**config.mk**
```make
export PLATFORM = sky130hd
export DESIGN_NAME = sha256_hash_engine
export DESIGN_NICKNAME = d
export VERILOG_FILES = /design/src/sv/sha_pkg.sv /design/src/sv/sha_front.sv /design/src/sv/sha_core.sv /design/src/sv/sha256_hash_engine.sv
export SDC_FILE = /design/constraint.sdc
export NUM_CORES = 2
export LEC_CHECK = 0
export ABC_AREA = 0
export BUFFER_PORTS_ARGS = -buffer_cell sky130_fd_sc_hd__buf_4
export CAP_MARGIN = 20
export CORE_MARGIN = 3
export CORE_UTILIZATION = 30
export CTS_CLUSTER_DIAMETER = 30
export DETAILED_ROUTE_END_ITERATION = 16
export HOLD_SLACK_MARGIN = 0.06
export PLACE_DENSITY = 0.47
export SLEW_MARGIN = 25
export SYNTH_ARGS = -nofsm -noshare
export SYNTH_HDL_FRONTEND = slang
export SYNTH_SLANG_ARGS = --single-unit
```
**constraint.sdc**
```tcl
create_clock -name clk -period 34.4 [get_ports clk]
set_input_delay 3.44 -clock clk [delete_from_list [all_inputs] [get_ports clk]]
set_output_delay 3.44 -clock clk [all_outputs]
set_load 0.01 [all_outputs]
```
**src/sv/sha_pkg.sv**
```systemverilog
// ----------------------------------------------------------------------------
// sha_pkg
// Types, constants and round functions shared by the SHA-256 hash engine.
// ----------------------------------------------------------------------------
package sha_pkg;

	// Word as it passes from the front end to the compression core.
	typedef struct packed {
		logic [31:0] word;
		logic        final_word;
	} blk_word_t;

	// Front-end queue depth.
	localparam int QDepth = 4;
	localparam int QAw    = $clog2(QDepth);

	localparam logic [31:0] PadWord = 32'h8000_0000;

	// Round constants.
	function automatic logic [31:0] round_k(input logic [5:0] r);
		logic [31:0] k;
		case (r)
			6'd0: k = 32'h428a2f98; 6'd1: k = 32'h71374491; 6'd2: k = 32'hb5c0fbcf;
			6'd3: k = 32'he9b5dba5; 6'd4: k = 32'h3956c25b; 6'd5: k = 32'h59f111f1;
			6'd6: k = 32'h923f82a4; 6'd7: k = 32'hab1c5ed5; 6'd8: k = 32'hd807aa98;
			6'd9: k = 32'h12835b01; 6'd10: k = 32'h243185be; 6'd11: k = 32'h550c7dc3;
			6'd12: k = 32'h72be5d74; 6'd13: k = 32'h80deb1fe; 6'd14: k = 32'h9bdc06a7;
			6'd15: k = 32'hc19bf174; 6'd16: k = 32'he49b69c1; 6'd17: k = 32'hefbe4786;
			6'd18: k = 32'h0fc19dc6; 6'd19: k = 32'h240ca1cc; 6'd20: k = 32'h2de92c6f;
			6'd21: k = 32'h4a7484aa; 6'd22: k = 32'h5cb0a9dc; 6'd23: k = 32'h76f988da;
			6'd24: k = 32'h983e5152; 6'd25: k = 32'ha831c66d; 6'd26: k = 32'hb00327c8;
			6'd27: k = 32'hbf597fc7; 6'd28: k = 32'hc6e00bf3; 6'd29: k = 32'hd5a79147;
			6'd30: k = 32'h06ca6351; 6'd31: k = 32'h14292967; 6'd32: k = 32'h27b70a85;
			6'd33: k = 32'h2e1b2138; 6'd34: k = 32'h4d2c6dfc; 6'd35: k = 32'h53380d13;
			6'd36: k = 32'h650a7354; 6'd37: k = 32'h766a0abb; 6'd38: k = 32'h81c2c92e;
			6'd39: k = 32'h92722c85; 6'd40: k = 32'ha2bfe8a1; 6'd41: k = 32'ha81a664b;
			6'd42: k = 32'hc24b8b70; 6'd43: k = 32'hc76c51a3; 6'd44: k = 32'hd192e819;
			6'd45: k = 32'hd6990624; 6'd46: k = 32'hf40e3585; 6'd47: k = 32'h106aa070;
			6'd48: k = 32'h19a4c116; 6'd49: k = 32'h1e376c08; 6'd50: k = 32'h2748774c;
			6'd51: k = 32'h34b0bcb5; 6'd52: k = 32'h391c0cb3; 6'd53: k = 32'h4ed8aa4a;
			6'd54: k = 32'h5b9cca4f; 6'd55: k = 32'h682e6ff3; 6'd56: k = 32'h748f82ee;
			6'd57: k = 32'h78a5636f; 6'd58: k = 32'h84c87814; 6'd59: k = 32'h8cc70208;
			6'd60: k = 32'h90befffa; 6'd61: k = 32'ha4506ceb; 6'd62: k = 32'hbef9a3f7;
			default: k = 32'hc67178f2;
		endcase
		return k;
	endfunction

	// Initial hash words.
	function automatic logic [31:0] init_h(input logic [2:0] i);
		logic [31:0] h;
		case (i)
			3'd0: h = 32'h6a09e667; 3'd1: h = 32'hbb67ae85;
			3'd2: h = 32'h3c6ef372; 3'd3: h = 32'ha54ff53a;
			3'd4: h = 32'h510e527f; 3'd5: h = 32'h9b05688c;
			3'd6: h = 32'h1f83d9ab; default: h = 32'h5be0cd19;
		endcase
		return h;
	endfunction

	function automatic logic [31:0] rotr(input logic [31:0] x, input int n);
		return (x >> n) | (x << (32 - n));
	endfunction

endpackage

```
**src/sv/sha_front.sv**
```systemverilog
// ----------------------------------------------------------------------------
// sha_front
// Accepts message words, applies the padding and length trailer, and queues
// whole block words for the compression core.
// ----------------------------------------------------------------------------
module sha_front (
	input  logic               clk,
	input  logic               arst_n,
	input  logic               in_valid,
	output logic               in_ready,
	input  logic [31:0]        in_data,
	input  logic [2:0]         in_vb,
	input  logic               in_last,
	output logic               q_valid,
	input  logic               q_ready,
	output sha_pkg::blk_word_t q_data
);

	localparam logic [1:0] StIn   = 2'd0;
	localparam logic [1:0] StPad  = 2'd1;
	localparam logic [1:0] StLenH = 2'd2;
	localparam logic [1:0] StLenL = 2'd3;

	logic [1:0]  state_q;
	logic [3:0]  fill_q;
	logic [60:0] len_q;
	logic        extra_q;

	sha_pkg::blk_word_t mem_q [sha_pkg::QDepth];
	logic [sha_pkg::QAw-1:0] wp_q, rp_q;
	logic [sha_pkg::QAw:0]   cnt_q;

	logic               push, full;
	sha_pkg::blk_word_t push_d;
	logic [2:0]         vb;
	logic [31:0]        last_w, mask;
	logic [63:0]        bits;

	assign full = (cnt_q == (sha_pkg::QAw+1)'(sha_pkg::QDepth));
	assign vb   = (in_vb > 3'd4) ? 3'd4 : in_vb;
	assign bits = {len_q, 3'b000};

	// Masked final word, with the pad bit after its valid bytes when fewer than four are valid.
	always_comb begin
		case (vb)
			3'd0: mask = 32'h0000_0000;
			3'd1: mask = 32'hff00_0000;
			3'd2: mask = 32'hffff_0000;
			3'd3: mask = 32'hffff_ff00;
			default: mask = 32'hffff_ffff;
		endcase
		last_w = (in_data & mask) | ((vb == 3'd4) ? 32'd0 : (sha_pkg::PadWord >> {vb, 3'b000}));
	end

	// Word selection for the queue.
	always_comb begin
		push = 1'b0;
		push_d.word = 32'd0;
		push_d.final_word = 1'b0;
		in_ready = 1'b0;
		case (state_q)
			StIn: begin
				in_ready = !full;
				push = in_valid && !full;
				push_d.word = in_last ? last_w : in_data;
			end
			StPad: begin
				push = !full;
				push_d.word = extra_q ? sha_pkg::PadWord : 32'd0;
			end
			StLenH: begin
				push = !full;
				push_d.word = bits[63:32];
			end
			default: begin
				push = !full;
				push_d.word = bits[31:0];
				push_d.final_word = 1'b1;
			end
		endcase
	end

	// Sequencer for padding and length; the fill count wraps to zero after
	// the low length word.
	always_ff @(posedge clk or negedge arst_n) begin
		if (!arst_n) begin
			state_q <= StIn;
			fill_q  <= 4'd0;
			len_q   <= 61'd0;
			extra_q <= 1'b0;
		end else if (push) begin
			fill_q <= fill_q + 4'd1;
			case (state_q)
				StIn: begin
					if (in_last) begin
						len_q   <= len_q + 61'(vb);
						extra_q <= (vb == 3'd4);
						state_q <= ((vb != 3'd4) && (fill_q == 4'd13)) ? StLenH : StPad;
					end else begin
						len_q <= len_q + 61'd4;
					end
				end
				StPad: begin
					extra_q <= 1'b0;
					if (fill_q == 4'd13) state_q <= StLenH;
				end
				StLenH: state_q <= StLenL;
				default: begin
					state_q <= StIn;
					len_q   <= 61'd0;
				end
			endcase
		end
	end

	// Word queue toward the core.
	always_ff @(posedge clk) begin
		if (push) mem_q[wp_q] <= push_d;
	end

	always_ff @(posedge clk or negedge arst_n) begin
		if (!arst_n) begin
			wp_q  <= '0;
			rp_q  <= '0;
			cnt_q <= '0;
		end else begin
			if (push) wp_q <= wp_q + 1'b1;
			if (q_valid && q_ready) rp_q <= rp_q + 1'b1;
			cnt_q <= cnt_q + (sha_pkg::QAw+1)'(push) - (sha_pkg::QAw+1)'(q_valid && q_ready);
		end
	end

	assign q_valid = (cnt_q != '0);
	assign q_data  = mem_q[rp_q];

endmodule

```
**src/sv/sha_core.sv**
```systemverilog
// ----------------------------------------------------------------------------
// sha_core
// Collects 16 block words, runs 64 rounds one per cycle, and emits the
// digest after a final block.
// ----------------------------------------------------------------------------
module sha_core (
	input  logic               clk,
	input  logic               arst_n,
	input  logic               q_valid,
	output logic               q_ready,
	input  sha_pkg::blk_word_t q_data,
	output logic               out_valid,
	input  logic               out_ready,
	output logic [31:0]        out_word,
	output logic [2:0]         out_idx,
	output logic               out_end
);

	localparam logic [1:0] StLoad  = 2'd0;
	localparam logic [1:0] StRound = 2'd1;
	localparam logic [1:0] StAdd   = 2'd2;
	localparam logic [1:0] StOut   = 2'd3;

	logic [1:0]  state_q;
	logic [5:0]  cnt_q;
	logic        fin_q;
	logic [31:0] w_q [16];
	logic [31:0] h_q [8];
	logic [31:0] v_q [8];
	logic [31:0] s0, s1, wn, wcur, e1, ch, a0, mj, t1, t2;

	assign q_ready = (state_q == StLoad);
	assign wcur    = w_q[0];

	// Schedule word sixteen ahead and round datapath.
	always_comb begin
		s0 = sha_pkg::rotr(w_q[1], 7) ^ sha_pkg::rotr(w_q[1], 18) ^ (w_q[1] >> 3);
		s1 = sha_pkg::rotr(w_q[14], 17) ^ sha_pkg::rotr(w_q[14], 19) ^ (w_q[14] >> 10);
		wn = w_q[0] + s0 + w_q[9] + s1;
		e1 = sha_pkg::rotr(v_q[4], 6) ^ sha_pkg::rotr(v_q[4], 11) ^ sha_pkg::rotr(v_q[4], 25);
		ch = (v_q[4] & v_q[5]) ^ (~v_q[4] & v_q[6]);
		t1 = v_q[7] + e1 + ch + sha_pkg::round_k(cnt_q) + wcur;
		a0 = sha_pkg::rotr(v_q[0], 2) ^ sha_pkg::rotr(v_q[0], 13) ^ sha_pkg::rotr(v_q[0], 22);
		mj = (v_q[0] & v_q[1]) ^ (v_q[0] & v_q[2]) ^ (v_q[1] & v_q[2]);
		t2 = a0 + mj;
	end

	// Block schedule window, shifted once per word loaded or round run.
	always_ff @(posedge clk) begin
		if ((state_q == StLoad && q_valid) || state_q == StRound) begin
			for (int i = 0; i < 15; i++) w_q[i] <= w_q[i+1];
			w_q[15] <= (state_q == StLoad) ? q_data.word : wn;
		end
		if (state_q == StLoad) begin
			for (int i = 0; i < 8; i++) v_q[i] <= h_q[i];
		end else if (state_q == StRound) begin
			v_q[7] <= v_q[6]; v_q[6] <= v_q[5]; v_q[5] <= v_q[4];
			v_q[4] <= v_q[3] + t1;
			v_q[3] <= v_q[2]; v_q[2] <= v_q[1]; v_q[1] <= v_q[0];
			v_q[0] <= t1 + t2;
		end
	end

	// Sequencer and chaining value.
	always_ff @(posedge clk or negedge arst_n) begin
		if (!arst_n) begin
			state_q <= StLoad;
			cnt_q   <= 6'd0;
			fin_q   <= 1'b0;
			for (int i = 0; i < 8; i++) h_q[i] <= sha_pkg::init_h(3'(i));
		end else begin
			case (state_q)
				StLoad: if (q_valid) begin
					if (cnt_q == 6'd15) begin
						cnt_q   <= 6'd0;
						fin_q   <= q_data.final_word;
						state_q <= StRound;
					end else begin
						cnt_q <= cnt_q + 6'd1;
					end
				end
				StRound: begin
					cnt_q <= cnt_q + 6'd1;
					if (cnt_q == 6'd63) state_q <= StAdd;
				end
				StAdd: begin
					for (int i = 0; i < 8; i++) h_q[i] <= h_q[i] + v_q[i];
					cnt_q   <= 6'd0;
					state_q <= fin_q ? StOut : StLoad;
				end
				default: if (out_ready) begin
					if (cnt_q == 6'd7) begin
						for (int i = 0; i < 8; i++) h_q[i] <= sha_pkg::init_h(3'(i));
						cnt_q   <= 6'd0;
						state_q <= StLoad;
					end else begin
						for (int i = 0; i < 7; i++) h_q[i] <= h_q[i+1];
						h_q[7] <= sha_pkg::init_h(3'(cnt_q + 6'd1));
						cnt_q  <= cnt_q + 6'd1;
					end
				end
			endcase
		end
	end

	assign out_valid = (state_q == StOut);
	assign out_word  = h_q[0];
	assign out_idx   = cnt_q[2:0];
	assign out_end   = (cnt_q[2:0] == 3'd7);

endmodule

```
**src/sv/sha256_hash_engine.sv**
```systemverilog
// ----------------------------------------------------------------------------
// sha256_hash_engine
// SHA-256 over a stream of big-endian message words, eight digest words out.
// ----------------------------------------------------------------------------
// A user feeds message words on s_axis; the word with tlast set ends the message
// and may hold 0 to 4 valid bytes. Each 16-word block is loaded from the
// internal four-entry queue and then run through the one-round-per-cycle
// compression core, which takes no new words until the block is done. Padding
// completes the last block and adds one more when the pad and length do not fit,
// after which the eight digest words appear on m_axis, index 0 first, tlast on the eighth.
module sha256_hash_engine (
	input  logic        clk,
	input  logic        arst_n,
	input  logic        s_axis_tvalid,
	output logic        s_axis_tready,
	input  logic [39:0] s_axis_tdata,  // data_word[31:0], valid_bytes[34:32], zero fill
	input  logic        s_axis_tlast,
	output logic        m_axis_tvalid,
	input  logic        m_axis_tready,
	output logic [39:0] m_axis_tdata,  // digest_word[31:0], word_index[34:32], zero fill
	output logic        m_axis_tlast
);

	logic               q_valid, q_ready;
	sha_pkg::blk_word_t q_data;
	logic [31:0]        dword;
	logic [2:0]         didx;

	// Front end: padding and queue.
	sha_front u_front (
		.clk(clk), .arst_n(arst_n),
		.in_valid(s_axis_tvalid), .in_ready(s_axis_tready),
		.in_data(s_axis_tdata[31:0]), .in_vb(s_axis_tdata[34:32]),
		.in_last(s_axis_tlast),
		.q_valid(q_valid), .q_ready(q_ready), .q_data(q_data)
	);

	// Back end: compression and digest output.
	sha_core u_core (
		.clk(clk), .arst_n(arst_n),
		.q_valid(q_valid), .q_ready(q_ready), .q_data(q_data),
		.out_valid(m_axis_tvalid), .out_ready(m_axis_tready),
		.out_word(dword), .out_idx(didx), .out_end(m_axis_tlast)
	);

	assign m_axis_tdata = {5'd0, didx, dword};

endmodule

```
==> flow_summary_export.csv <==
group,metric,value,unit
clock_tree,cts-htree-levels,5,
synthesis,yosys_warnings,0,
global_route,grt_max_degree,180,
hold_path,hp-class,"reg -> reg",
setup_path,r2r_end,"u_core.v_q[0][30]$_DFFE_PP_",
setup_path,required,34.95,ns
synthesis,synth-edff-count,900,
setup_path,criticalPathCategory,"reg -> reg",
synthesis,yosysUniqueCellTypes,96,
synthesis,ys_seq_elements,1240,
global_route,grt_pass1_wl,369,mm
timing,skew,0.113,ns
setup_path,worst_setup_path_end_kind,"flip-flop",
detailed_routing,num_vias,55600,
clock_tree,cts_resized,0,
clock_tree,clock_path_buffers,4,
timing,finalSetupViolations,0,
detailed_routing,viasPerCell,5.17,
placement,place_inst,10100,
finish,final_cells,10800,
timing,max_freq,89.4,MHz
global_route,gr-usage-all-layers,0.188,
global_route,grt_remaining_overflow,0,
finish,final_cell_mix,"edfxtp_1, o21ai_0, nand2_1",
setup_path,rrSetupSlack,23.21,ns
finish,syn_to_final_growth,20.6,%
synthesis,synthCells,6971,
timing,fin_tns_setup,0,ns
setup_path,rr_worst_depth,36,
clock_tree,clk_pin_slew,0.04,ns
placement,gp_congestion,0.911,
timing,fin_crit_sh,0.325,
floorplan,rows,184,
detailed_routing,drc_errors,0,
setup_path,path_depth,36,
timing,fin_ws,23.21,ns
detailed_routing,drtAntennaViolNets,0,
synthesis,syn-cell-area,76200,sq um
detailed_routing,drtIter0Drc,4643,
synthesis,synth_ff_type,"edfxtp_1",
outcome,status,"finished, final reports clean",
timing,min_period,11.19,ns
synthesis,async_flop_share,0.274,
setup_path,critPathCapture,"u_core.v_q[0][30]$_DFFE_PP_",
floorplan,die_area,260000,sq um
floorplan,die_h,510,um
detailed_routing,routed_wl,250,mm
timing,finalMaxSlewViolations,0,
finish,final_common_cell,"edfxtp_1",
setup_path,critPathSlowestCell,"a211oi_1",
timing,hold_viol,0,
setup_path,path_delay_family,"compound AO/OA/AOI/OAI gates",
setup_path,startpoint,"u_core.cnt_q[3]$_DFFE_PN0P_",
clock_tree,postCtsSetupBuffers,0,
placement,placement.io_buffers,77,
synthesis,synth_area_per_cell,10.9,sq um
timing,rsz0062_at_grt,"no",
setup_path,crit_buf_inv,7,
detailed_routing,dr.pass1.iters,6,
floorplan,die-width,510,um
floorplan,core_region_area,252000,sq um
placement,dp_hpwl,176,mm
clock_tree,cts_root_buf,"clkbuf_16",
setup_path,crit_fanout,63,
clock_tree,worst_skew_pair.late_latency,0.89,ns
global_route,grt_pass1_vias,56100,
clock_tree,cts_hold_buf,0,
setup_path,r2r_start,"u_core.cnt_q[3]$_DFFE_PN0P_",
synthesis,ys_seq_area_frac,0.468,
finish,drive_gt1_frac,0.162,
job,maxCapViolCount,0,
clock_tree,numCtsBuffers,340,
placement,dp_slack,23.39,ns
clock_tree,cts_sinks,1240,
floorplan,io_pins,88,
setup_path,worstSetupStartpointType,"flip-flop",
timing,worst_pin_slew,1.19,ns
detailed_routing,wl_per_cell,23.2,um
global_route,antenna_found_initial,6,
floorplan,start_util,0.302,
setup_path,slowest_delay,0.93,ns
finish,final_nets,7783,
clock_tree,cts_tree,"done",
setup_path,arrival,11.73,ns
timing,relSlewSlack,0.199,
-- synth_stat cells, drive strengths merged, types with 36 or more instances --
| cell | instances | area, sq um |
|---|---|---|
| nand2b | 54 | 338 |
| fa | 197 | 3940 |
| a21oi | 481 | 2410 |
| nand3 | 119 | 596 |
| inv | 369 | 1390 |
| nor2 | 490 | 1850 |
| nand2 | 504 | 1890 |
| edfxtp | 900 | 27000 |
| mux2 | 261 | 2940 |
| a21o | 192 | 1440 |
| o21bai | 44 | 330 |
| xor2 | 214 | 1870 |
| or3 | 57 | 362 |
| a31oi | 69 | 432 |
| a221oi | 60 | 538 |
| dfrtp | 204 | 5100 |
| ha | 415 | 5190 |
| o22ai | 45 | 282 |
| o21ai | 533 | 2670 |
| buf | 68 | 408 |
| mux4 | 37 | 833 |
| o21a | 69 | 518 |
| dfstp | 136 | 3570 |
| xnor2 | 389 | 3410 |
| nor2b | 81 | 507 |
| clkbuf | 296 | 1110 |
| nor3 | 83 | 415 |
| a22oi | 36 | 270 |
| a211oi | 50 | 380 |
| and3 | 62 | 393 |
| o31ai | 36 | 275 |
-- cell families after synthesis --
logic type | synth area share
AO/OA/AOI/OAI | 0.154
XOR/XNOR | 0.0693
adder cells (fa/ha/maj) | 0.120
buffers and inverters | 0.0384
flip-flops | 0.468
multiplexers | 0.0541
other | 0.0000492
AND/OR/NAND/NOR | 0.0950
-- flip-flops by register name, summed over array words and instances (netlist names), 3 cells and up --
| signal | count |
|---|---|
| u_core.h_q | 224 |
| u_front.cnt_q | 3 |
| u_core.cnt_q | 6 |
| u_core.w_q | 512 |
| u_core.v_q | 256 |
| u_front.mem_q | 132 |
| u_front.fill_q | 4 |
| u_core.out_word | 32 |
| u_front.len_q | 61 |
-- worst reg2reg max path: cells and delay by family, from the launching register on --
family	cells	cell delay [ns]
simple gates	7	1.96
fa+ha+maj	6	2.50
flops	1	0.37
compound gates	13	3.74
buf+inv	7	1.44
xor+xnor	2	0.67
mux	1	0.26
-- stage by stage --
step | area, sq um | hold WS, ns | utilization
finish | 91900 | 0.357 | 0.365
global route | 91900 | 0.360 | 0.365
CTS | 91900 | 0.361 | 0.365
detailed placement | 80400 | 0.405 | 0.319
global placement | 80400 | 0.400 | 0.319
floorplan | 76200 | 0.400 | -
-- worst min path at each step --
stage	slack (ns)	end	start	cells after the start
finish	0.36	u_core.w_q[3][31]$_DFFE_PP_	u_core.w_q[4][31]$_DFFE_PP_	0
CTS	0.36	u_core.w_q[3][31]$_DFFE_PP_	u_core.w_q[4][31]$_DFFE_PP_	0
floorplan	0.40	u_core.w_q[10][0]$_DFFE_PP_	u_core.w_q[11][0]$_DFFE_PP_	0
global placement	0.40	u_core.w_q[2][15]$_DFFE_PP_	u_core.w_q[3][15]$_DFFE_PP_	0
detailed placement	0.40	u_core.w_q[10][25]$_DFFE_PP_	u_core.w_q[11][25]$_DFFE_PP_	0
global route	0.36	u_core.w_q[5][31]$_DFFE_PP_	u_core.w_q[6][31]$_DFFE_PP_	0
-- routing by layer --
metal | global-route usage | wire length, um | vias to the layer above
met5 | 0 | 13 | -
met4 | 0.0714 | 9390 | 2
met3 | 0.0289 | 13600 | 407
met2 | 0.286 | 109000 | 1695
met1 | 0.270 | 118000 | 27700
li1 | - | - | 25800
-- layout make-up --
cell class,count,area [sq um]
Tap cell,3348,4190
Antenna cell,3,7.51
Inverter,374,1410
Sequential cell,1240,35700
Fill cell,24700,160000
Clock inverter,169,2070
Multi-Input combinational cell,4997,37700
Timing Repair Buffer,173,1420
Clock buffer,450,9380
Power is not shown: default switching activity piles up to over one toggle a cycle in this logic, so the estimate is an artifact.
